===== src/hdl/cgce_pkg.sv =====
// ----------------------------------------------------------------------------
// cgce_pkg: shared types and constants for the composite glyph encoder
// Holds the flag bit codes, the byte argument limits, the queue depth and the
// item type that travels from the front to the back through the queue.
// ----------------------------------------------------------------------------
package cgce_pkg;

    // Component record flag bits
    localparam logic [15:0] FLAG_WORDS     = 16'h0001;
    localparam logic [15:0] FLAG_XY_VALUES = 16'h0002;
    localparam logic [15:0] FLAG_SCALE     = 16'h0008;
    localparam logic [15:0] FLAG_MORE      = 16'h0020;
    localparam logic [15:0] FLAG_XY_SCALE  = 16'h0040;
    localparam logic [15:0] FLAG_UNSCALED  = 16'h1000;

    // Range of an offset that still fits a byte argument
    localparam logic signed [15:0] ARG_BYTE_MAX = 16'sd127;
    localparam logic signed [15:0] ARG_BYTE_MIN = -16'sd128;

    // F2Dot14 fraction bits and the rounding bias for truncation toward zero
    localparam int                 FRAC_BITS = 14;
    localparam logic signed [31:0] FRAC_BIAS = 32'sd16383;

    // Front-to-back queue
    localparam int QUEUE_DEPTH = 4;
    localparam int QUEUE_AW    = $clog2(QUEUE_DEPTH);
    localparam int QUEUE_CW    = $clog2(QUEUE_DEPTH + 1);

    // Classified component with its four corner products
    typedef struct packed {
        logic [15:0]        flags;
        logic [15:0]        glyph;
        logic signed [15:0] offset_x;
        logic signed [15:0] offset_y;
        logic signed [15:0] scale_x;
        logic signed [15:0] scale_y;
        logic signed [31:0] prod_x_min;
        logic signed [31:0] prod_y_min;
        logic signed [31:0] prod_x_max;
        logic signed [31:0] prod_y_max;
        logic               last;
    } comp_item_t;

    // Finished component record with the union box
    typedef struct packed {
        logic [15:0]        flags;
        logic signed [15:0] arg_x;
        logic signed [15:0] arg_y;
        logic signed [15:0] transform_x;
        logic signed [15:0] transform_y;
        logic [15:0]        glyph_out;
        logic signed [15:0] union_x_min;
        logic signed [15:0] union_y_min;
        logic signed [15:0] union_x_max;
        logic signed [15:0] union_y_max;
        logic               done;
    } comp_result_t;

endpackage


===== src/hdl/cgce_front.sv =====
// ----------------------------------------------------------------------------
// cgce_front: component classifier
// Builds the flag word of an incoming component and forms the four corner
// products edge * scale, which the queue registers on the transfer.
// ----------------------------------------------------------------------------
module cgce_front
    import cgce_pkg::*;
(
    input  logic [15:0]        glyph,
    input  logic signed [15:0] child_x_min,
    input  logic signed [15:0] child_y_min,
    input  logic signed [15:0] child_x_max,
    input  logic signed [15:0] child_y_max,
    input  logic signed [15:0] scale_x,
    input  logic signed [15:0] scale_y,
    input  logic signed [15:0] offset_x,
    input  logic signed [15:0] offset_y,
    input  logic               last,
    output comp_item_t         item
);

    logic words_needed;

    // Offsets outside the byte range need word arguments
    assign words_needed = (offset_x > ARG_BYTE_MAX) || (offset_x < ARG_BYTE_MIN) ||
                          (offset_y > ARG_BYTE_MAX) || (offset_y < ARG_BYTE_MIN);

    // Flag word and corner products
    always_comb begin
        item.flags = FLAG_XY_VALUES | FLAG_UNSCALED;
        item.flags = item.flags | ((scale_x == scale_y) ? FLAG_SCALE : FLAG_XY_SCALE);
        if (!last) begin
            item.flags = item.flags | FLAG_MORE;
        end
        if (words_needed) begin
            item.flags = item.flags | FLAG_WORDS;
        end
        item.glyph      = glyph;
        item.offset_x   = offset_x;
        item.offset_y   = offset_y;
        item.scale_x    = scale_x;
        item.scale_y    = scale_y;
        item.prod_x_min = 32'(child_x_min) * 32'(scale_x);
        item.prod_y_min = 32'(child_y_min) * 32'(scale_y);
        item.prod_x_max = 32'(child_x_max) * 32'(scale_x);
        item.prod_y_max = 32'(child_y_max) * 32'(scale_y);
        item.last       = last;
    end

endmodule


===== src/hdl/cgce_queue.sv =====
// ----------------------------------------------------------------------------
// cgce_queue: front-to-back component queue
// Short first-in first-out buffer that lets the classifier and the box
// update stall independently.
// ----------------------------------------------------------------------------
module cgce_queue
    import cgce_pkg::*;
(
    input  logic       aclk,
    input  logic       aresetn,
    input  logic       in_valid,
    output logic       in_ready,
    input  comp_item_t in_item,
    output logic       out_valid,
    input  logic       out_ready,
    output comp_item_t out_item
);

    comp_item_t          entry_reg [QUEUE_DEPTH];
    logic [QUEUE_AW-1:0] wr_ptr_reg, wr_ptr_next;
    logic [QUEUE_AW-1:0] rd_ptr_reg, rd_ptr_next;
    logic [QUEUE_CW-1:0] count_reg, count_next;
    logic                push, pop;

    assign in_ready  = (count_reg != QUEUE_CW'(QUEUE_DEPTH));
    assign out_valid = (count_reg != '0);
    assign push      = in_valid && in_ready;
    assign pop       = out_valid && out_ready;
    assign out_item  = entry_reg[rd_ptr_reg];

    // Pointer and fill count update
    always_comb begin
        wr_ptr_next = wr_ptr_reg;
        rd_ptr_next = rd_ptr_reg;
        count_next  = count_reg;
        if (push) begin
            wr_ptr_next = (wr_ptr_reg == QUEUE_AW'(QUEUE_DEPTH - 1)) ? '0 : wr_ptr_reg + 1'b1;
        end
        if (pop) begin
            rd_ptr_next = (rd_ptr_reg == QUEUE_AW'(QUEUE_DEPTH - 1)) ? '0 : rd_ptr_reg + 1'b1;
        end
        if (push && !pop) begin
            count_next = count_reg + 1'b1;
        end else if (pop && !push) begin
            count_next = count_reg - 1'b1;
        end
    end

    always_ff @(posedge aclk) begin
        if (!aresetn) begin
            wr_ptr_reg <= '0;
            rd_ptr_reg <= '0;
            count_reg  <= '0;
        end else begin
            wr_ptr_reg <= wr_ptr_next;
            rd_ptr_reg <= rd_ptr_next;
            count_reg  <= count_next;
        end
    end

    // Storage, no reset needed
    always_ff @(posedge aclk) begin
        if (push) begin
            entry_reg[wr_ptr_reg] <= in_item;
        end
    end

endmodule


===== src/hdl/cgce_back.sv =====
// ----------------------------------------------------------------------------
// cgce_back: box placement and union update
// Scales each corner product down with truncation toward zero, adds the
// offset, merges the result into the running union box and holds the record
// in the output register.
// ----------------------------------------------------------------------------
module cgce_back
    import cgce_pkg::*;
(
    input  logic         aclk,
    input  logic         aresetn,
    input  logic         in_valid,
    output logic         in_ready,
    input  comp_item_t   in_item,
    output logic         out_valid,
    input  logic         out_ready,
    output comp_result_t out_result
);

    logic signed [15:0] box_left_reg, box_left_next;
    logic signed [15:0] box_bottom_reg, box_bottom_next;
    logic signed [15:0] box_right_reg, box_right_next;
    logic signed [15:0] box_top_reg, box_top_next;
    logic               starting_new_reg;
    logic               valid_reg;
    comp_result_t       result_reg, result_next;
    logic signed [15:0] new_left, new_bottom, new_right, new_top;
    logic               take;

    // Divide by 16384 toward zero, add offset, wrap to 16 bits
    function automatic logic signed [15:0] place_edge(input logic signed [31:0] prod,
                                                      input logic signed [15:0] off);
        logic signed [31:0] biased;
        logic signed [31:0] quot;
        biased = prod + (prod[31] ? FRAC_BIAS : 32'sd0);
        quot   = biased >>> FRAC_BITS;
        return quot[15:0] + off;
    endfunction

    assign in_ready   = !valid_reg || out_ready;
    assign take       = in_valid && in_ready;
    assign out_valid  = valid_reg;
    assign out_result = result_reg;

    assign new_left   = place_edge(in_item.prod_x_min, in_item.offset_x);
    assign new_bottom = place_edge(in_item.prod_y_min, in_item.offset_y);
    assign new_right  = place_edge(in_item.prod_x_max, in_item.offset_x);
    assign new_top    = place_edge(in_item.prod_y_max, in_item.offset_y);

    // Union merge: a new glyph restarts the box
    always_comb begin
        box_left_next   = (starting_new_reg || box_left_reg > new_left) ?
                          new_left : box_left_reg;
        box_bottom_next = (starting_new_reg || box_bottom_reg > new_bottom) ?
                          new_bottom : box_bottom_reg;
        box_right_next  = (starting_new_reg || box_right_reg < new_right) ?
                          new_right : box_right_reg;
        box_top_next    = (starting_new_reg || box_top_reg < new_top) ?
                          new_top : box_top_reg;
    end

    // Record assembly
    always_comb begin
        result_next.flags       = in_item.flags;
        result_next.arg_x       = in_item.offset_x;
        result_next.arg_y       = in_item.offset_y;
        result_next.transform_x = in_item.scale_x;
        result_next.transform_y = in_item.scale_y;
        result_next.glyph_out   = in_item.glyph;
        result_next.union_x_min = box_left_next;
        result_next.union_y_min = box_bottom_next;
        result_next.union_x_max = box_right_next;
        result_next.union_y_max = box_top_next;
        result_next.done        = in_item.last;
    end

    // Union state and output valid
    always_ff @(posedge aclk) begin
        if (!aresetn) begin
            box_left_reg     <= '0;
            box_bottom_reg   <= '0;
            box_right_reg    <= '0;
            box_top_reg      <= '0;
            starting_new_reg <= 1'b1;
            valid_reg        <= 1'b0;
        end else begin
            if (take) begin
                box_left_reg     <= box_left_next;
                box_bottom_reg   <= box_bottom_next;
                box_right_reg    <= box_right_next;
                box_top_reg      <= box_top_next;
                starting_new_reg <= in_item.last;
                valid_reg        <= 1'b1;
            end else if (out_ready) begin
                valid_reg <= 1'b0;
            end
        end
    end

    // Output payload
    always_ff @(posedge aclk) begin
        if (take) begin
            result_reg <= result_next;
        end
    end

endmodule


===== src/hdl/composite_glyph_component_encoder.sv =====
// ----------------------------------------------------------------------------
// composite_glyph_component_encoder: composite glyph component record encoder
// An input passes through the queue entry register and then the output
// register, which raises m_tvalid when the back is free.
// Throughput: one component per cycle while m_tready holds high, set by the
// single union box update. Reset clears the queue and the output valid, zeroes
// the union box and marks the next component as the first of a new glyph.
// ----------------------------------------------------------------------------
module composite_glyph_component_encoder
    import cgce_pkg::*;
(
    input  logic         aclk,
    input  logic         aresetn,
    input  logic         s_tvalid,
    output logic         s_tready,
    // component_glyph, child_x_min, child_y_min, child_x_max, child_y_max,
    // scale_x, scale_y, offset_x, offset_y
    input  logic [143:0] s_tdata,
    input  logic         s_tlast,      // last_component
    output logic         m_tvalid,
    input  logic         m_tready,
    // component_flags, arg_x, arg_y, transform_x, transform_y, glyph_out,
    // union_x_min, union_y_min, union_x_max, union_y_max
    output logic [159:0] m_tdata,
    output logic         m_tlast       // composite_done
);

    comp_item_t   front_item, queue_item;
    logic         queue_valid, back_ready;
    comp_result_t result;

    cgce_front u_front (
        .glyph       (s_tdata[15:0]),
        .child_x_min (s_tdata[31:16]),
        .child_y_min (s_tdata[47:32]),
        .child_x_max (s_tdata[63:48]),
        .child_y_max (s_tdata[79:64]),
        .scale_x     (s_tdata[95:80]),
        .scale_y     (s_tdata[111:96]),
        .offset_x    (s_tdata[127:112]),
        .offset_y    (s_tdata[143:128]),
        .last        (s_tlast),
        .item        (front_item)
    );

    cgce_queue u_queue (
        .aclk      (aclk),
        .aresetn   (aresetn),
        .in_valid  (s_tvalid),
        .in_ready  (s_tready),
        .in_item   (front_item),
        .out_valid (queue_valid),
        .out_ready (back_ready),
        .out_item  (queue_item)
    );

    cgce_back u_back (
        .aclk       (aclk),
        .aresetn    (aresetn),
        .in_valid   (queue_valid),
        .in_ready   (back_ready),
        .in_item    (queue_item),
        .out_valid  (m_tvalid),
        .out_ready  (m_tready),
        .out_result (result)
    );

    // Pack the record, first field lowest
    assign m_tdata = {result.union_y_max, result.union_x_max, result.union_y_min,
                      result.union_x_min, result.glyph_out, result.transform_y,
                      result.transform_x, result.arg_y, result.arg_x, result.flags};
    assign m_tlast = result.done;

endmodule

===== config.mk =====
export PLATFORM = sky130hd
export DESIGN_NAME = composite_glyph_component_encoder
export DESIGN_NICKNAME = d
export VERILOG_FILES = /design/src/hdl/cgce_pkg.sv /design/src/hdl/cgce_front.sv /design/src/hdl/cgce_queue.sv /design/src/hdl/cgce_back.sv /design/src/hdl/composite_glyph_component_encoder.sv
export SDC_FILE = /design/constraint.sdc
export NUM_CORES = 2
export LEC_CHECK = 0
export ABC_CLOCK_PERIOD_IN_PS = 9270
export BUFFER_PORTS_ARGS = -buffer_cell sky130_fd_sc_hd__clkbuf_2
export CAP_MARGIN = 5
export CORE_MARGIN = 2
export CORE_UTILIZATION = 56
export DETAILED_ROUTE_END_ITERATION = 7
export GPL_TIMING_DRIVEN = 1
export HOLD_SLACK_MARGIN = 0.1
export PLACE_DENSITY = 0.71
export SYNTH_ARGS = -nofsm -noshare
export SYNTH_HDL_FRONTEND = slang
export SYNTH_SLANG_ARGS = --single-unit

===== constraint.sdc =====
create_clock -name aclk -period 9.27 [get_ports aclk]
set_input_delay 0.927 -clock aclk [delete_from_list [all_inputs] [get_ports aclk]]
set_output_delay 0.927 -clock aclk [all_outputs]
set_load 0.005 [all_outputs]

==> metrics <==
antenna violations before repair 25; CP Capture Point u_back.box_right_reg[3]; Fmax roughly 120 MHz; post-synthesis sequential area ratio 0.372; post-CTS setup buffer count 0; largest net degree at the start of global routing 117; hpwl dp about 140000 um; core box area around 150000 um^2; Final Hold Fails 0; CTS tree built; drt initial violations 3712; cell with the most instances after synthesis inv_1; fraction of layout cells with a size suffix above 1 0.107; Layout area overhead 8.04%; clock sink count 1060; Synth top area share 0.354; synth top area cells edfxtp_1 (35%), fa_1 (25%), ha_1 (7.6%), inv_1 (5.5%), mux4_2 (5.3%); Setup Viol. Count Final 0; Final #Nets between 8000 and 9000; Root Driver clkbuf_16; reg2reg setup slack between 700 and 800 ps; final setup margin 705 ps; RSZ-0062 raised after global routing false; Hold-fix buffers, CTS 0; max reg flops between 800 and 900; Setup TNS 0 ps; grt ovf 0; CP arrival 9130 ps; async set or reset register ratio after synthesis 0; Finished Layout Cells roughly 9100; synth unique cells 90; Final Core Density 0.610; DRC violations left 0; Synth Flop Type edfxtp_1; Max clock buf depth 3; vias about 51000; Slowest-stage cell, CP a2111oi_0; DRT Pass-1 Iters 5; starting density of the core 0.565; Tcrit/Tclk final 0.924; Slew Viols, Final 0; Chip Width around 390 um; Final Skew 60.9 ps; Worst-Margin Slew between 1000 and 1500 ps; Slew Limit Headroom 0.160; htree depth 3; vias per cell between 5 and 6; Skew-Pair Late Insertion Delay roughly 730 ps; commonest cells in the netlist inv_1 (1228), fa_1 (1053), edfxtp_1 (985); Reg2Reg Depth 29; dpl cells between 8000 and 9000; Syn Inst Count between 6000 and 7000; PortBufs ~300; worst slack at placement roughly 760 ps; final WL 191000 um; reg2reg end u_back.box_right_reg[3]; CP Class register to register; die area between 150000 and 200000 um^2; post-synth top area cell edfxtp_1; mean post-synth cell area roughly 12 um^2; # rows between 100 and 150; status finished, final reports clean; first-pass GRT wire length 305000 um; number of flops mapped to enable cells by yosys 985; worst hold path type primary input to register; WL per Instance 21.1 um; clock-pin slew on the worst setup and hold paths 70 ps; Ys Warns 0; critical path launch point type register; routability cong. 0.886; Cell Area, Synth approximately 84000 um^2; fin crit period 8570 ps; DIE HEIGHT a little under 400 um; Detail Route Antenna Nets 0; GRT Util Overall 0.259; worst-path maximum fanout 35; CTS Buf Count about 100; WP data required 9830 ps; I/O Pins approximately 310; CP Capture Type register; Critical Path Max Stage Delay 840 ps; vias in the first global route between 50000 and 60000; Yosys reg bits approximately 1100; MaxCap Viol Count 0
==> final cells by class <==
| type | count | area (um^2) |
|---|---|---|
| clock buffer | 128 | 2650 |
| tap | 1930 | 2410 |
| timing repair buffer | 364 | 2040 |
| fill | 11400 | 57700 |
| sequential | 1060 | 31100 |
| antenna | 16 | 40.0 |
| clock inverter | 59 | 637 |
| multi-input combinational | 4284 | 46800 |
| inverter | 1229 | 4620 |
==> placed cells by master, fill, tap and decap left out, drive strengths merged, types with 9 or more instances in the layout <==
cell type / Yosys / layout
xor2: 76 / 76
fa: 1053 / 1053
a21o: 77 / 77
a211oi: 14 / 14
inv: 1229 / 1232
dfxtp: 75 / 75
or3: 12 / 12
mux2i: 45 / 45
nand2b: 80 / 80
nor4: 18 / 18
clkbuf: 203 / 427
nor2: 167 / 167
nand2: 700 / 700
diode: 0 / 16
and2: 418 / 418
mux2: 20 / 20
o21a: 30 / 30
nand4: 26 / 26
xnor2: 192 / 192
buf: 55 / 65
nor3: 37 / 37
nand3: 80 / 80
o21ai: 123 / 123
nor2b: 21 / 21
mux4: 209 / 209
o21bai: 19 / 19
ha: 508 / 508
a31oi: 17 / 17
and3: 31 / 31
a2111oi: 9 / 9
o31ai: 21 / 21
clkinv: 0 / 40
conb: 2 / 12
a21oi: 146 / 146
edfxtp: 985 / 985
o211ai: 15 / 15
==> what timing repair did <==
item | 4_1_cts | 5_1_grt
endpoints found under the hold margin | 0 | 0
endpoints found under the setup margin | 0 | 1
resized for setup | 0 | 2
==> stage by stage <==
| step | instance area (um^2) | hold WS (ps) |
|---|---|---|
| floorplan | 83600 | 442 |
| global placement | 87000 | 449 |
| detailed placement | 87000 | 465 |
| CTS | 90200 | 351 |
| global route | 90300 | 379 |
| finish | 90300 | 413 |
==> worst max-delay path, delay by kind of cell (launching register included) <==
kind | cells | cell delay, ps
and+or+nand+nor | 5 | 990
muxes | 2 | 910
buffers and inverters | 5 | 1270
adders and majority gates | 3 | 980
DFF | 1 | 550
AOI/OAI and AO/OA | 11 | 3090
xor gates and xnor gates | 3 | 560
==> how the worst min path moves through the flow <==
stage | startpoint | endpoint | slack, ps | cells past startpoint
after global placement | u_back.box_top_reg[0] | u_back.box_top_reg[0] | 450 | 2
after detailed placement | u_back.box_top_reg[0] | u_back.box_top_reg[0] | 470 | 2
after CTS | s_tdata[15] | u_queue.entry_reg[1][208] | 350 | 1
after floorplan | u_back.box_top_reg[0] | u_back.box_top_reg[0] | 440 | 2
final | s_tdata[15] | u_queue.entry_reg[1][208] | 410 | 1
after global routing | s_tdata[15] | u_queue.entry_reg[1][208] | 380 | 1
==> routing by layer <==
| metal | part of all wire | track usage | up-vias | wire length (um) |
|---|---|---|---|---|
| met5 | 0.0015 | 0.00893 | - | 279 |
| met2 | 0.46 | 0.412 | 1579 | 88700 |
| met1 | 0.43 | 0.362 | 26400 | 82700 |
| li1 | - | - | 22900 | - |
| met3 | 0.076 | 0.0558 | 303 | 14600 |
| met4 | 0.026 | 0.0746 | 16 | 5070 |
==> cell families after synthesis <==
group	synth area share
AO/OA/AOI/OAI	0.0426
AND/OR/NAND/NOR	0.0949
flip-flops	0.372
adder cells (fa/ha/maj)	0.328
buffers and inverters	0.0689
multiplexers	0.0649
other	0.0000899
XOR/XNOR	0.0284
Power is not shown: default switching activity piles up to over one toggle a cycle in this logic, so the estimate is an artifact.
